<file path="src/hw/rtl/jdd_pkg.sv">
// Shared types, widths and constants for the joystick to differential drive block.
package jdd_pkg;

	localparam int ANGLE_W   = 9;
	localparam int STR_W     = 7;
	localparam int CFG_W     = 12;
	localparam int CFG_IDX_W = 1;
	localparam int WHEEL_W   = 13;
	localparam int ANG_W     = 19;
	localparam int IN_DATA_W  = 16;
	localparam int OUT_DATA_W = 64;

	localparam int MS_W  = 19;  // max_speed * strength, up to 409500
	localparam int K_W   = 9;   // degree coefficient of the partial wheel
	localparam int KMS_W = 28;  // coefficient * max_speed * strength
	localparam int PROD_W = 23; // |right - left| * 1000

	localparam int DIV_NW = 28; // dividend width, one quotient bit per stage
	localparam int DIV_DW = 14; // divisor width

	// floor(x / 100) = (x * RCP_PCT) >> RCP_PCT_SH, exact for x < 2**19
	localparam int RCP_PCT_W  = 20;
	localparam int RCP_PCT_SH = 26;
	// floor(x / 9000) = (x * RCP_FWD) >> RCP_FWD_SH, exact for x < 2**28
	localparam int RCP_FWD_W  = 28;
	localparam int RCP_FWD_SH = 41;
	localparam int PART_W     = 15; // wheel quotient before saturation, up to 23250

	localparam int Q_DEPTH = 4;
	localparam int Q_PTR_W = 2;
	localparam int Q_CNT_W = 3;

	localparam logic [CFG_W-1:0]     MAX_SPEED_RST  = 12'd500;
	localparam logic [CFG_W-1:0]     WHEEL_BASE_RST = 12'd400;
	localparam logic [STR_W-1:0]     STR_MAX        = 7'd100;
	localparam logic [RCP_PCT_W-1:0] RCP_PCT        = 20'd671089;
	localparam logic [RCP_FWD_W-1:0] RCP_FWD        = 28'd244335918;
	localparam logic [WHEEL_W-2:0]   WHEEL_LIM      = 12'd4095;
	localparam logic [ANG_W-2:0]     ANG_LIM        = 18'd262143;
	localparam logic [9:0]           MRAD_SCALE     = 10'd1000;

	typedef enum logic [CFG_IDX_W-1:0] {
		REG_MAX_SPEED  = 1'b0,
		REG_WHEEL_BASE = 1'b1
	} cfg_reg_t;

	typedef enum logic [1:0] {
		SRC_ZERO,
		SRC_FULL,
		SRC_PART
	} wheel_src_t;

	typedef struct packed {
		wheel_src_t left_src;
		wheel_src_t right_src;
		logic       left_neg;
		logic       right_neg;
		logic       bwd;
	} drive_ctl_t;

	typedef struct packed {
		drive_ctl_t        ctl;
		logic [MS_W-1:0]   ms;
		logic [KMS_W-1:0]  kms;
	} cmd_t;

	typedef struct packed {
		logic [WHEEL_W-1:0] left;
		logic [WHEEL_W-1:0] right;
		logic [WHEEL_W-1:0] lin;
		logic               neg;
		logic               wb_zero;
	} ang_side_t;

endpackage

</file>
<file path="src/hw/rtl/joystick_to_differential_drive.sv">
// Joystick to differential drive: top level with configuration registers.
//
// Input stream: s_axis_tdata carries one joystick command (angle, strength).
// Output stream: m_axis_tdata carries left and right wheel speeds, linear
// speed and yaw rate, all two's complement.
// Configuration: cfg_we writes cfg_data into the register picked by cfg_index
// (0 max speed, 1 wheel base); write only while no command is in flight.
// Throughput: one command per cycle unless a stalled receiver has filled the queue. Each command is independent.
// Path from acceptance to m_axis_tvalid: the front stages, one queue slot,
// three back stages (reciprocal multiplies for the wheel quotients, wheel
// speeds, yaw product), a 28-stage restoring divider by the wheel base and
// the output register.
// The front end runs on its own until the 4-entry queue fills; the back end
// advances only when its output register is empty or taken, so a stalled
// receiver freezes the back pipeline, then fills the queue, then drops
// s_axis_tready.
// Reset clears all valid state and loads max speed 500 and wheel base 400.
module joystick_to_differential_drive
	import jdd_pkg::*;
(
	input  logic                    clk,
	input  logic                    arst_n,
	input  logic                    s_axis_tvalid,
	output logic                    s_axis_tready,
	// [8:0] angle_deg, [15:9] strength_pct
	input  logic [IN_DATA_W-1:0]    s_axis_tdata,
	output logic                    m_axis_tvalid,
	input  logic                    m_axis_tready,
	// [12:0] left_mm_s, [25:13] right_mm_s, [38:26] linear_mm_s,
	// [57:39] angular_mrad_s, [63:58] zero
	output logic [OUT_DATA_W-1:0]   m_axis_tdata,
	input  logic                    cfg_we,
	input  logic [CFG_IDX_W-1:0]    cfg_index,
	input  logic [CFG_W-1:0]        cfg_data
);

	logic [CFG_W-1:0]   max_speed_q;
	logic [CFG_W-1:0]   wheel_base_q;

	logic               push;
	cmd_t               push_cmd;
	logic               q_full;
	logic               pop;
	logic               head_valid;
	cmd_t               head_cmd;

	logic [WHEEL_W-1:0] left_mm_s;
	logic [WHEEL_W-1:0] right_mm_s;
	logic [WHEEL_W-1:0] linear_mm_s;
	logic [ANG_W-1:0]   angular_mrad_s;

	always_ff @(posedge clk or negedge arst_n) begin
		if (!arst_n) begin
			max_speed_q  <= MAX_SPEED_RST;
			wheel_base_q <= WHEEL_BASE_RST;
		end else if (cfg_we) begin
			unique case (cfg_reg_t'(cfg_index))
				REG_MAX_SPEED:  max_speed_q  <= cfg_data;
				REG_WHEEL_BASE: wheel_base_q <= cfg_data;
			endcase
		end
	end

	jdd_front u_front (
		.clk          (clk),
		.arst_n       (arst_n),
		.in_valid     (s_axis_tvalid),
		.in_ready     (s_axis_tready),
		.angle_deg    (s_axis_tdata[ANGLE_W-1:0]),
		.strength_pct (s_axis_tdata[ANGLE_W+STR_W-1:ANGLE_W]),
		.max_speed    (max_speed_q),
		.push         (push),
		.push_cmd     (push_cmd),
		.q_full       (q_full)
	);

	jdd_queue u_queue (
		.clk        (clk),
		.arst_n     (arst_n),
		.push       (push),
		.push_cmd   (push_cmd),
		.full       (q_full),
		.pop        (pop),
		.head_valid (head_valid),
		.head_cmd   (head_cmd)
	);

	jdd_back u_back (
		.clk            (clk),
		.arst_n         (arst_n),
		.head_valid     (head_valid),
		.head_cmd       (head_cmd),
		.pop            (pop),
		.wheel_base     (wheel_base_q),
		.out_valid      (m_axis_tvalid),
		.out_ready      (m_axis_tready),
		.left_mm_s      (left_mm_s),
		.right_mm_s     (right_mm_s),
		.linear_mm_s    (linear_mm_s),
		.angular_mrad_s (angular_mrad_s)
	);

	assign m_axis_tdata = {
		(OUT_DATA_W - 3*WHEEL_W - ANG_W)'(0),
		angular_mrad_s, linear_mm_s, right_mm_s, left_mm_s
	};

endmodule

</file>
<file path="src/hw/rtl/jdd_div.sv">
// Pipelined restoring divider, one quotient bit per stage.
module jdd_div
	import jdd_pkg::*;
(
	input  logic              clk,
	input  logic              arst_n,
	input  logic              en,
	input  logic              in_valid,
	input  logic [DIV_NW-1:0] dividend,
	input  logic [DIV_DW-1:0] divisor,
	output logic              out_valid,
	output logic [DIV_NW-1:0] quotient
);

	logic [DIV_DW-1:0] rem_q [DIV_NW];
	logic [DIV_NW-1:0] nq_q  [DIV_NW];
	logic [DIV_DW-1:0] d_q   [DIV_NW];
	logic [DIV_NW-1:0] vld_q;

	logic [DIV_DW-1:0] src_rem [DIV_NW];
	logic [DIV_NW-1:0] src_nq  [DIV_NW];
	logic [DIV_DW-1:0] src_d   [DIV_NW];
	logic [DIV_NW-1:0] src_v;
	logic [DIV_DW:0]   tmp     [DIV_NW];
	logic [DIV_NW-1:0] fit;
	logic [DIV_DW-1:0] rem_n   [DIV_NW];

	always_comb begin
		src_rem[0] = '0;
		src_nq[0]  = dividend;
		src_d[0]   = divisor;
		src_v[0]   = in_valid;
		for (int i = 1; i < DIV_NW; i++) begin
			src_rem[i] = rem_q[i-1];
			src_nq[i]  = nq_q[i-1];
			src_d[i]   = d_q[i-1];
			src_v[i]   = vld_q[i-1];
		end
		for (int i = 0; i < DIV_NW; i++) begin
			// shift in the next dividend bit, subtract when it fits
			tmp[i]   = {src_rem[i], src_nq[i][DIV_NW-1]};
			fit[i]   = (tmp[i] >= {1'b0, src_d[i]});
			rem_n[i] = fit[i] ? DIV_DW'(tmp[i] - {1'b0, src_d[i]}) : tmp[i][DIV_DW-1:0];
		end
	end

	always_ff @(posedge clk or negedge arst_n) begin
		if (!arst_n) begin
			vld_q <= '0;
		end else if (en) begin
			vld_q <= src_v;
		end
	end

	always_ff @(posedge clk) begin
		if (en) begin
			for (int i = 0; i < DIV_NW; i++) begin
				rem_q[i] <= rem_n[i];
				nq_q[i]  <= {src_nq[i][DIV_NW-2:0], fit[i]};
				d_q[i]   <= src_d[i];
			end
		end
	end

	assign out_valid = vld_q[DIV_NW-1];
	assign quotient  = nq_q[DIV_NW-1];

endmodule

</file>
<file path="src/hw/rtl/jdd_front.sv">
// Front end: clamp strength, classify the angle region and form the products.
module jdd_front
	import jdd_pkg::*;
(
	input  logic               clk,
	input  logic               arst_n,
	input  logic               in_valid,
	output logic               in_ready,
	input  logic [ANGLE_W-1:0] angle_deg,
	input  logic [STR_W-1:0]   strength_pct,
	input  logic [CFG_W-1:0]   max_speed,
	output logic               push,
	output cmd_t               push_cmd,
	input  logic               q_full
);

	logic               en;
	logic [STR_W-1:0]   str_c;
	drive_ctl_t         ctl_n;
	logic [K_W-1:0]     k_n;

	logic               vld_s1;
	drive_ctl_t         ctl_s1;
	logic [K_W-1:0]     k_s1;
	logic [MS_W-1:0]    ms_s1;

	logic               vld_s2;
	drive_ctl_t         ctl_s2;
	logic [MS_W-1:0]    ms_s2;
	logic [KMS_W-1:0]   kms_s2;

	assign en       = !vld_s2 || !q_full;
	assign in_ready = en;
	assign str_c    = (strength_pct > STR_MAX) ? STR_MAX : strength_pct;

	always_comb begin
		ctl_n = '{left_src: SRC_ZERO, right_src: SRC_ZERO,
			left_neg: 1'b0, right_neg: 1'b0, bwd: 1'b0};
		k_n   = '0;
		priority if (angle_deg > 9'd90 && angle_deg <= 9'd180) begin
			ctl_n.right_src = SRC_FULL;
			ctl_n.left_src  = SRC_PART;
			k_n             = 9'd180 - angle_deg;
		end else if (angle_deg > 9'd180 && angle_deg <= 9'd190) begin
			ctl_n.right_src = SRC_FULL;
		end else if (angle_deg > 9'd190 && angle_deg <= 9'd225) begin
			ctl_n.bwd = 1'b0;
		end else if (angle_deg > 9'd225 && angle_deg <= 9'd270) begin
			ctl_n.right_src = SRC_FULL;
			ctl_n.left_src  = SRC_PART;
			ctl_n.right_neg = 1'b1;
			ctl_n.left_neg  = 1'b1;
			ctl_n.bwd       = 1'b1;
			k_n             = angle_deg - 9'd225;
		end else if (angle_deg > 9'd270 && angle_deg <= 9'd315) begin
			ctl_n.left_src  = SRC_FULL;
			ctl_n.right_src = SRC_PART;
			ctl_n.right_neg = 1'b1;
			ctl_n.left_neg  = 1'b1;
			ctl_n.bwd       = 1'b1;
			k_n             = 9'd315 - angle_deg;
		end else if (angle_deg > 9'd315 && angle_deg <= 9'd350) begin
			ctl_n.bwd = 1'b0;
		end else if (angle_deg > 9'd350 && angle_deg <= 9'd360) begin
			ctl_n.left_src = SRC_FULL;
		end else begin
			// first arc, also zero and anything past a full turn
			ctl_n.left_src  = SRC_FULL;
			ctl_n.right_src = SRC_PART;
			k_n             = angle_deg;
		end
	end

	always_ff @(posedge clk or negedge arst_n) begin
		if (!arst_n) begin
			vld_s1 <= 1'b0;
			vld_s2 <= 1'b0;
		end else if (en) begin
			vld_s1 <= in_valid;
			vld_s2 <= vld_s1;
		end
	end

	always_ff @(posedge clk) begin
		if (en) begin
			ctl_s1 <= ctl_n;
			k_s1   <= k_n;
			ms_s1  <= MS_W'(max_speed) * MS_W'(str_c);
			ctl_s2 <= ctl_s1;
			ms_s2  <= ms_s1;
			kms_s2 <= KMS_W'(k_s1) * KMS_W'(ms_s1);
		end
	end

	assign push     = vld_s2 && !q_full;
	assign push_cmd = '{ctl: ctl_s2, ms: ms_s2, kms: kms_s2};

endmodule

</file>
<file path="src/hw/rtl/jdd_queue.sv">
// Short command queue between the front end and the divider back end.
module jdd_queue
	import jdd_pkg::*;
(
	input  logic clk,
	input  logic arst_n,
	input  logic push,
	input  cmd_t push_cmd,
	output logic full,
	input  logic pop,
	output logic head_valid,
	output cmd_t head_cmd
);

	cmd_t               mem_q [Q_DEPTH];
	logic [Q_PTR_W-1:0] wr_q;
	logic [Q_PTR_W-1:0] rd_q;
	logic [Q_CNT_W-1:0] cnt_q;

	assign full       = (cnt_q == Q_CNT_W'(Q_DEPTH));
	assign head_valid = (cnt_q != '0);
	assign head_cmd   = mem_q[rd_q];

	always_ff @(posedge clk or negedge arst_n) begin
		if (!arst_n) begin
			wr_q  <= '0;
			rd_q  <= '0;
			cnt_q <= '0;
		end else begin
			if (push) wr_q <= wr_q + 1'b1;
			if (pop)  rd_q <= rd_q + 1'b1;
			unique case ({push, pop})
				2'b10:   cnt_q <= cnt_q + 1'b1;
				2'b01:   cnt_q <= cnt_q - 1'b1;
				default: cnt_q <= cnt_q;
			endcase
		end
	end

	always_ff @(posedge clk) begin
		if (push) mem_q[wr_q] <= push_cmd;
	end

	a_no_overflow: assert property (@(posedge clk) disable iff (!arst_n)
		cnt_q <= Q_CNT_W'(Q_DEPTH))
		else $error("queue count past depth");
	a_pop_nonempty: assert property (@(posedge clk) disable iff (!arst_n)
		pop |-> cnt_q != '0)
		else $error("pop from empty queue");

endmodule

</file>
<file path="src/hw/rtl/jdd_back.sv">
// Back end: wheel speed quotients, saturation, linear speed and yaw rate divide.
module jdd_back
	import jdd_pkg::*;
(
	input  logic               clk,
	input  logic               arst_n,
	input  logic               head_valid,
	input  cmd_t               head_cmd,
	output logic               pop,
	input  logic [CFG_W-1:0]   wheel_base,
	output logic               out_valid,
	input  logic               out_ready,
	output logic [WHEEL_W-1:0] left_mm_s,
	output logic [WHEEL_W-1:0] right_mm_s,
	output logic [WHEEL_W-1:0] linear_mm_s,
	output logic [ANG_W-1:0]   angular_mrad_s
);

	logic en;

	logic [KMS_W-1:0]                kms_scaled;
	logic [MS_W+RCP_PCT_W-1:0]       prod_full;
	logic [KMS_W+RCP_FWD_W-1:0]      prod_part;

	logic              vld_s1;
	drive_ctl_t        ctl_s1;
	logic [PART_W-1:0] qa_s1;
	logic [PART_W-1:0] qb_s1;

	logic               vld_s2;
	logic [WHEEL_W-1:0] left_s2;
	logic [WHEEL_W-1:0] right_s2;

	logic signed [WHEEL_W:0] diff;
	logic signed [WHEEL_W:0] sum;
	logic signed [WHEEL_W:0] sum_adj;
	logic [WHEEL_W:0]        abs_diff;

	logic              vld_s3;
	logic [PROD_W-1:0] prod_s3;
	ang_side_t         side_s3;

	logic              dc_valid;
	logic [DIV_NW-1:0] qc;
	ang_side_t         side_q [DIV_NW];
	ang_side_t         side_out;
	logic [ANG_W-2:0]  ang_mag;

	logic               vld_s4;
	logic [WHEEL_W-1:0] left_s4;
	logic [WHEEL_W-1:0] right_s4;
	logic [WHEEL_W-1:0] lin_s4;
	logic [ANG_W-1:0]   ang_s4;

	function automatic logic [WHEEL_W-1:0] wheel_val(
		input wheel_src_t        src,
		input logic              neg,
		input logic [PART_W-1:0] full,
		input logic [PART_W-1:0] part
	);
		logic [PART_W-1:0]  raw;
		logic [WHEEL_W-1:0] mag;
		unique case (src)
			SRC_FULL: raw = full;
			SRC_PART: raw = part;
			default:  raw = '0;
		endcase
		mag = (raw > PART_W'(WHEEL_LIM)) ? {1'b0, WHEEL_LIM} : raw[WHEEL_W-1:0];
		return neg ? WHEEL_W'(-mag) : mag;
	endfunction

	// the whole back end stalls together behind the output register
	assign en  = !vld_s4 || out_ready;
	assign pop = en && head_valid;

	// quotients by 100 and 9000 as reciprocal multiplies; a backward arc
	// divides by 4500, so double its dividend
	always_comb begin
		kms_scaled = head_cmd.ctl.bwd ? {head_cmd.kms[KMS_W-2:0], 1'b0} : head_cmd.kms;
		prod_full  = (MS_W+RCP_PCT_W)'(head_cmd.ms) * (MS_W+RCP_PCT_W)'(RCP_PCT);
		prod_part  = (KMS_W+RCP_FWD_W)'(kms_scaled) * (KMS_W+RCP_FWD_W)'(RCP_FWD);
	end

	always_ff @(posedge clk or negedge arst_n) begin
		if (!arst_n) begin
			vld_s1 <= 1'b0;
			vld_s2 <= 1'b0;
			vld_s3 <= 1'b0;
			vld_s4 <= 1'b0;
		end else if (en) begin
			vld_s1 <= head_valid;
			vld_s2 <= vld_s1;
			vld_s3 <= vld_s2;
			vld_s4 <= dc_valid;
		end
	end

	always_ff @(posedge clk) begin
		if (en) begin
			ctl_s1 <= head_cmd.ctl;
			qa_s1  <= PART_W'(prod_full[MS_W+RCP_PCT_W-1:RCP_PCT_SH]);
			qb_s1  <= prod_part[KMS_W+RCP_FWD_W-1:RCP_FWD_SH];
		end
	end

	// wheel speeds
	always_ff @(posedge clk) begin
		if (en) begin
			left_s2  <= wheel_val(ctl_s1.left_src, ctl_s1.left_neg, qa_s1, qb_s1);
			right_s2 <= wheel_val(ctl_s1.right_src, ctl_s1.right_neg, qa_s1, qb_s1);
		end
	end

	// linear speed and wheel difference
	always_comb begin
		diff     = $signed({right_s2[WHEEL_W-1], right_s2})
			- $signed({left_s2[WHEEL_W-1], left_s2});
		sum      = $signed({right_s2[WHEEL_W-1], right_s2})
			+ $signed({left_s2[WHEEL_W-1], left_s2});
		abs_diff = diff[WHEEL_W] ? (WHEEL_W+1)'(-diff) : diff;
		// round a negative half toward zero before the shift
		sum_adj  = sum + $signed({{WHEEL_W{1'b0}}, sum[WHEEL_W]});
	end

	always_ff @(posedge clk) begin
		if (en) begin
			prod_s3         <= PROD_W'(abs_diff) * PROD_W'(MRAD_SCALE);
			side_s3.left    <= left_s2;
			side_s3.right   <= right_s2;
			side_s3.lin     <= sum_adj[WHEEL_W:1];
			side_s3.neg     <= diff[WHEEL_W];
			side_s3.wb_zero <= (wheel_base == '0);
		end
	end

	jdd_div u_div_ang (
		.clk       (clk),
		.arst_n    (arst_n),
		.en        (en),
		.in_valid  (vld_s3),
		.dividend  (DIV_NW'(prod_s3)),
		.divisor   (DIV_DW'(wheel_base)),
		.out_valid (dc_valid),
		.quotient  (qc)
	);

	always_ff @(posedge clk) begin
		if (en) begin
			side_q[0] <= side_s3;
			for (int i = 1; i < DIV_NW; i++) side_q[i] <= side_q[i-1];
		end
	end

	assign side_out = side_q[DIV_NW-1];
	assign ang_mag  = (qc > DIV_NW'(ANG_LIM)) ? ANG_LIM : qc[ANG_W-2:0];

	always_ff @(posedge clk) begin
		if (en) begin
			left_s4  <= side_out.left;
			right_s4 <= side_out.right;
			lin_s4   <= side_out.lin;
			if (side_out.wb_zero) begin
				ang_s4 <= '0;
			end else begin
				ang_s4 <= side_out.neg ? ANG_W'(-{1'b0, ang_mag}) : {1'b0, ang_mag};
			end
		end
	end

	assign out_valid      = vld_s4;
	assign left_mm_s      = left_s4;
	assign right_mm_s     = right_s4;
	assign linear_mm_s    = lin_s4;
	assign angular_mrad_s = ang_s4;

	a_full_range: assert property (@(posedge clk) disable iff (!arst_n)
		vld_s1 |-> qa_s1 <= PART_W'(WHEEL_LIM))
		else $error("full wheel speed exceeds limit");
	a_bwd_part_range: assert property (@(posedge clk) disable iff (!arst_n)
		(vld_s1 && ctl_s1.bwd) |-> qb_s1 <= PART_W'(WHEEL_LIM))
		else $error("backward partial wheel speed exceeds limit");
	a_wheel_range: assert property (@(posedge clk) disable iff (!arst_n)
		vld_s2 |-> (left_s2 != 13'h1000 && right_s2 != 13'h1000))
		else $error("wheel speed outside saturation range");
	a_hold_on_stall: assert property (@(posedge clk) disable iff (!arst_n)
		(vld_s4 && !out_ready) |=> $stable(ang_s4) && vld_s4)
		else $error("result changed while stalled");

endmodule
</file>
<file path="config.mk">
export PLATFORM = sky130hd
export DESIGN_NAME = joystick_to_differential_drive
export DESIGN_NICKNAME = d
export VERILOG_FILES = /design/src/hw/rtl/jdd_pkg.sv /design/src/hw/rtl/joystick_to_differential_drive.sv /design/src/hw/rtl/jdd_div.sv /design/src/hw/rtl/jdd_front.sv /design/src/hw/rtl/jdd_queue.sv /design/src/hw/rtl/jdd_back.sv
export SDC_FILE = /design/constraint.sdc
export NUM_CORES = 2
export LEC_CHECK = 0
export ABC_AREA = 1
export ABC_CLOCK_PERIOD_IN_PS = 113300
export BUFFER_PORTS_ARGS = -buffer_cell sky130_fd_sc_hd__buf_4
export CAP_MARGIN = 20
export CELL_PAD_IN_SITES_DETAIL_PLACEMENT = 1
export CELL_PAD_IN_SITES_GLOBAL_PLACEMENT = 2
export CORE_MARGIN = 2
export CORE_UTILIZATION = 45
export CTS_BUF_LIST = sky130_fd_sc_hd__clkbuf_8
export CTS_CLUSTER_SIZE = 24
export DETAILED_ROUTE_END_ITERATION = 7
export PLACE_DENSITY_LB_ADDON = 0.1
export SYNTH_ARGS = -nofsm -noshare
export SYNTH_HDL_FRONTEND = slang
export SYNTH_SLANG_ARGS = --single-unit
</file>
<file path="constraint.sdc">
create_clock -name clk -period 113.3 [get_ports clk]
set_input_delay 22.66 -clock clk [delete_from_list [all_inputs] [get_ports clk]]
set_output_delay 22.66 -clock clk [all_outputs]
set_load 0.05 [all_outputs]
</file>
==> flow_summary.json <==
{
  "outcome": "complete, no violations",
  "syn_inst": 11491,
  "cts_sinks": 3081,
  "vias": 84222,
  "finalNonFillerCells": 16785,
  "die_h_um": 577,
  "ys_async_sr_fraction_pct": 2.11,
  "row_count": 210,
  "worst-path-buf-inv": 4,
  "start_util_pct": 45.2,
  "place_area_um2": 154000,
  "tightest_slew_ns": 1.17,
  "maxCapViolCount": 0,
  "path_class": "in -> reg",
  "finalMaxSlewViolations": 0,
  "die-width_um": 577,
  "netlist.area_leader.share_pct": 61.3,
  "grt_max_degree": 203,
  "drt_iter0_drc": 4364,
  "ys.flop_type": "edfxtp_1",
  "grt_pass1_wl_mm": 514,
  "grt_usage_pct": 19.7,
  "clk_pin_slew_ns": 0.06,
  "crit_top_cell": "fa_1",
  "stdcell_area_um2": 164000,
  "routedWlPerCell_um": 19.6,
  "wl_mm": 329,
  "ant_nets": 0,
  "fin_crit_ns": 27.17,
  "cpPeakStageDelay_ns": 0.55,
  "cts_root_buffer": "clkbuf_8",
  "final_cell_mix": "edfxtp_1, inv_1, nand2_1, ha_1, a21oi_1",
  "crit_chain": "buf_4, nor2_1, o21ai_0, and3_1, nor2_1, inv_1, nor2_1, fa_1, inv_1, fa_1, fa_1, inv_1, fa_1, ha_1, a21oi_1, a21boi_0, o21ai_0, a21boi_0, o21ai_0, xor2_1",
  "skew_ns": 0.0699,
  "synthTopCellsByArea": "edfxtp_1, ha_1, fa_1",
  "drc_errors": 0,
  "synth_seq_area_share_pct": 62.4,
  "cp-end-kind": "flip-flop",
  "avgSynthCellArea_um2": 12.9,
  "arrival_ns": 28.01,
  "cts_resized": 0,
  "synth_top_area_cell": "edfxtp_1",
  "synth-edff-count": 3016,
  "clockBufferDepth": 4,
  "synth.distinct_cells": 74,
  "synth_area_um2": 148000,
  "ys_warn_count": 0,
  "io-pin-count": 100,
  "hold_viol": 0,
  "grt_overflow_total": 0,
  "antenna_found_initial": 9,
  "layout-drive-gt1-share_pct": 8.54,
  "gp_congestion": 0.867,
  "die-area_um2": 333000,
  "via_per_inst": 5.02,
  "core_area_um2": 327000,
  "cts_hold_buffers": 0,
  "final_common_cell": "edfxtp_1",
  "crit_fanout": 7,
  "holdCritPathClass": "reg -> reg",
  "drt_pass1_iterations": 5,
  "nets": 13567,
  "slowest_stage": "fa_1",
  "rsz0062_at_grt": "false",
  "clock_latency_ns": 1.15,
  "htreeDepth": 6,
  "place_inst": 15852,
  "slew_headroom_pct": 21.1,
  "grt_pass1_vias": 91089,
  "fin_crit_sh_pct": 24.0,
  "fin_setup_tns_ns": 0,
  "ys_ff_latch": 3081,
  "final-setup-viol-count": 0,
  "crit_family": "adder cells",
  "cts_buffers": 521,
  "fmax_mhz": 36.8,
  "required_ns": 114.14,
  "area_growth_pct": 10.9,
  "cp-start-kind": "input pin",
  "io_buffers": 93,
  "hpwl_mm": 245,
  "cts_tree": "built",
  "postCtsSetupBuffers": 0
}
[area by class of cell]
type	instances	area [µm²]
Sequential cell	3081	92200
Tap cell	4346	5440
Timing Repair Buffer	184	1520
Multi-Input combinational cell	6473	48100
Clock buffer	530	7290
Inverter	1773	6670
Antenna cell	5	12.5
Clock inverter	393	2630
Fill cell	33545	163000
[worst paths after layout]
kind / cells after the start / startpoint / end / slack (ns)
worst max-delay path: 20 / s_axis_tdata[9] / u_front.ms_s1[13] / 86.13
worst min-delay path: 0 / u_back.u_div_ang.nq_q[0][371] / u_back.u_div_ang.nq_q[0][400] / 0.37
worst max register to register: 28 / u_queue.rd_q[0] / u_back.qb_s1[14] / 103.28
worst min register to register: 0 / u_back.u_div_ang.nq_q[0][371] / u_back.u_div_ang.nq_q[0][400] / 0.37
max in group asynchronous: 1 / arst_n / u_queue.rd_q[0] / 91.09
min in group asynchronous: 1 / arst_n / max_speed_q[3] / 21.63
[worst register-to-register path: cells and delay by family (launching register included)]
| kind | cells | cell delay [ns] |
|---|---|---|
| fa+ha+maj | 8 | 4.21 |
| flops | 1 | 0.45 |
| simple gates | 4 | 0.58 |
| compound gates | 7 | 1.83 |
| buf+inv | 9 | 2.66 |
[Yosys cell counts (85+ instances only)]
cell type / count
nor3_1: 85
o21ai_0: 584
xnor2_1: 176
ha_1: 926
fa_1: 573
nand3_1: 280
xor2_1: 219
nand2_1: 1820
edfxtp_1: 3016
nor2_1: 533
a21oi_1: 585
nand4_1: 94
inv_1: 1744
[sequential cells by signal, indices dropped and copies added (netlist names), 15 cells and up]
register and count:
u_back.u_div_ang.vld_q 28, u_back.u_div_ang.rem_q 377, u_back.qb_s1 15, u_queue.mem_q 208
u_back.prod_s3 20, u_back.angular_mrad_s 19, u_back.u_div_ang.d_q 324, u_front.ms_s1 19
u_back.side_q 1148, u_back.u_div_ang.nq_q 696, u_front.ms_s2 19, u_back.side_s3 41
u_front.kms_s2 28
[layer usage]
layer	track usage (%)	wire [µm]	share of wire, %
met5	0	13	0.0040
met4	5.39	8040	2.4
met1	25.6	147000	45
met3	2.63	9830	3.0
met2	34.6	164000	50
[stage by stage]
stage	hold WS, ns	setup WS, ns	utilization (%)
2_1_floorplan	0.400	13.05	-
4_1_cts	0.345	86.22	50.1
3_5_place_dp	0.405	84.92	47.0
3_3_place_gp	0.400	85.01	47.0
6_report	0.369	86.13	50.1
5_1_grt	0.379	85.69	50.1
[logic make-up after synthesis]
kind of cell	after synthesis	synth area share [%]
compound gates	1614	6.19
xor+xnor	398	2.37
fa+ha+maj	1499	15.6
buf+inv	1942	5.10
flops	3081	62.4
other cells	1	0.00254
simple gates	2956	8.32
Power is not shown: default switching activity piles up to over one toggle a cycle in this logic, so the estimate is an artifact.
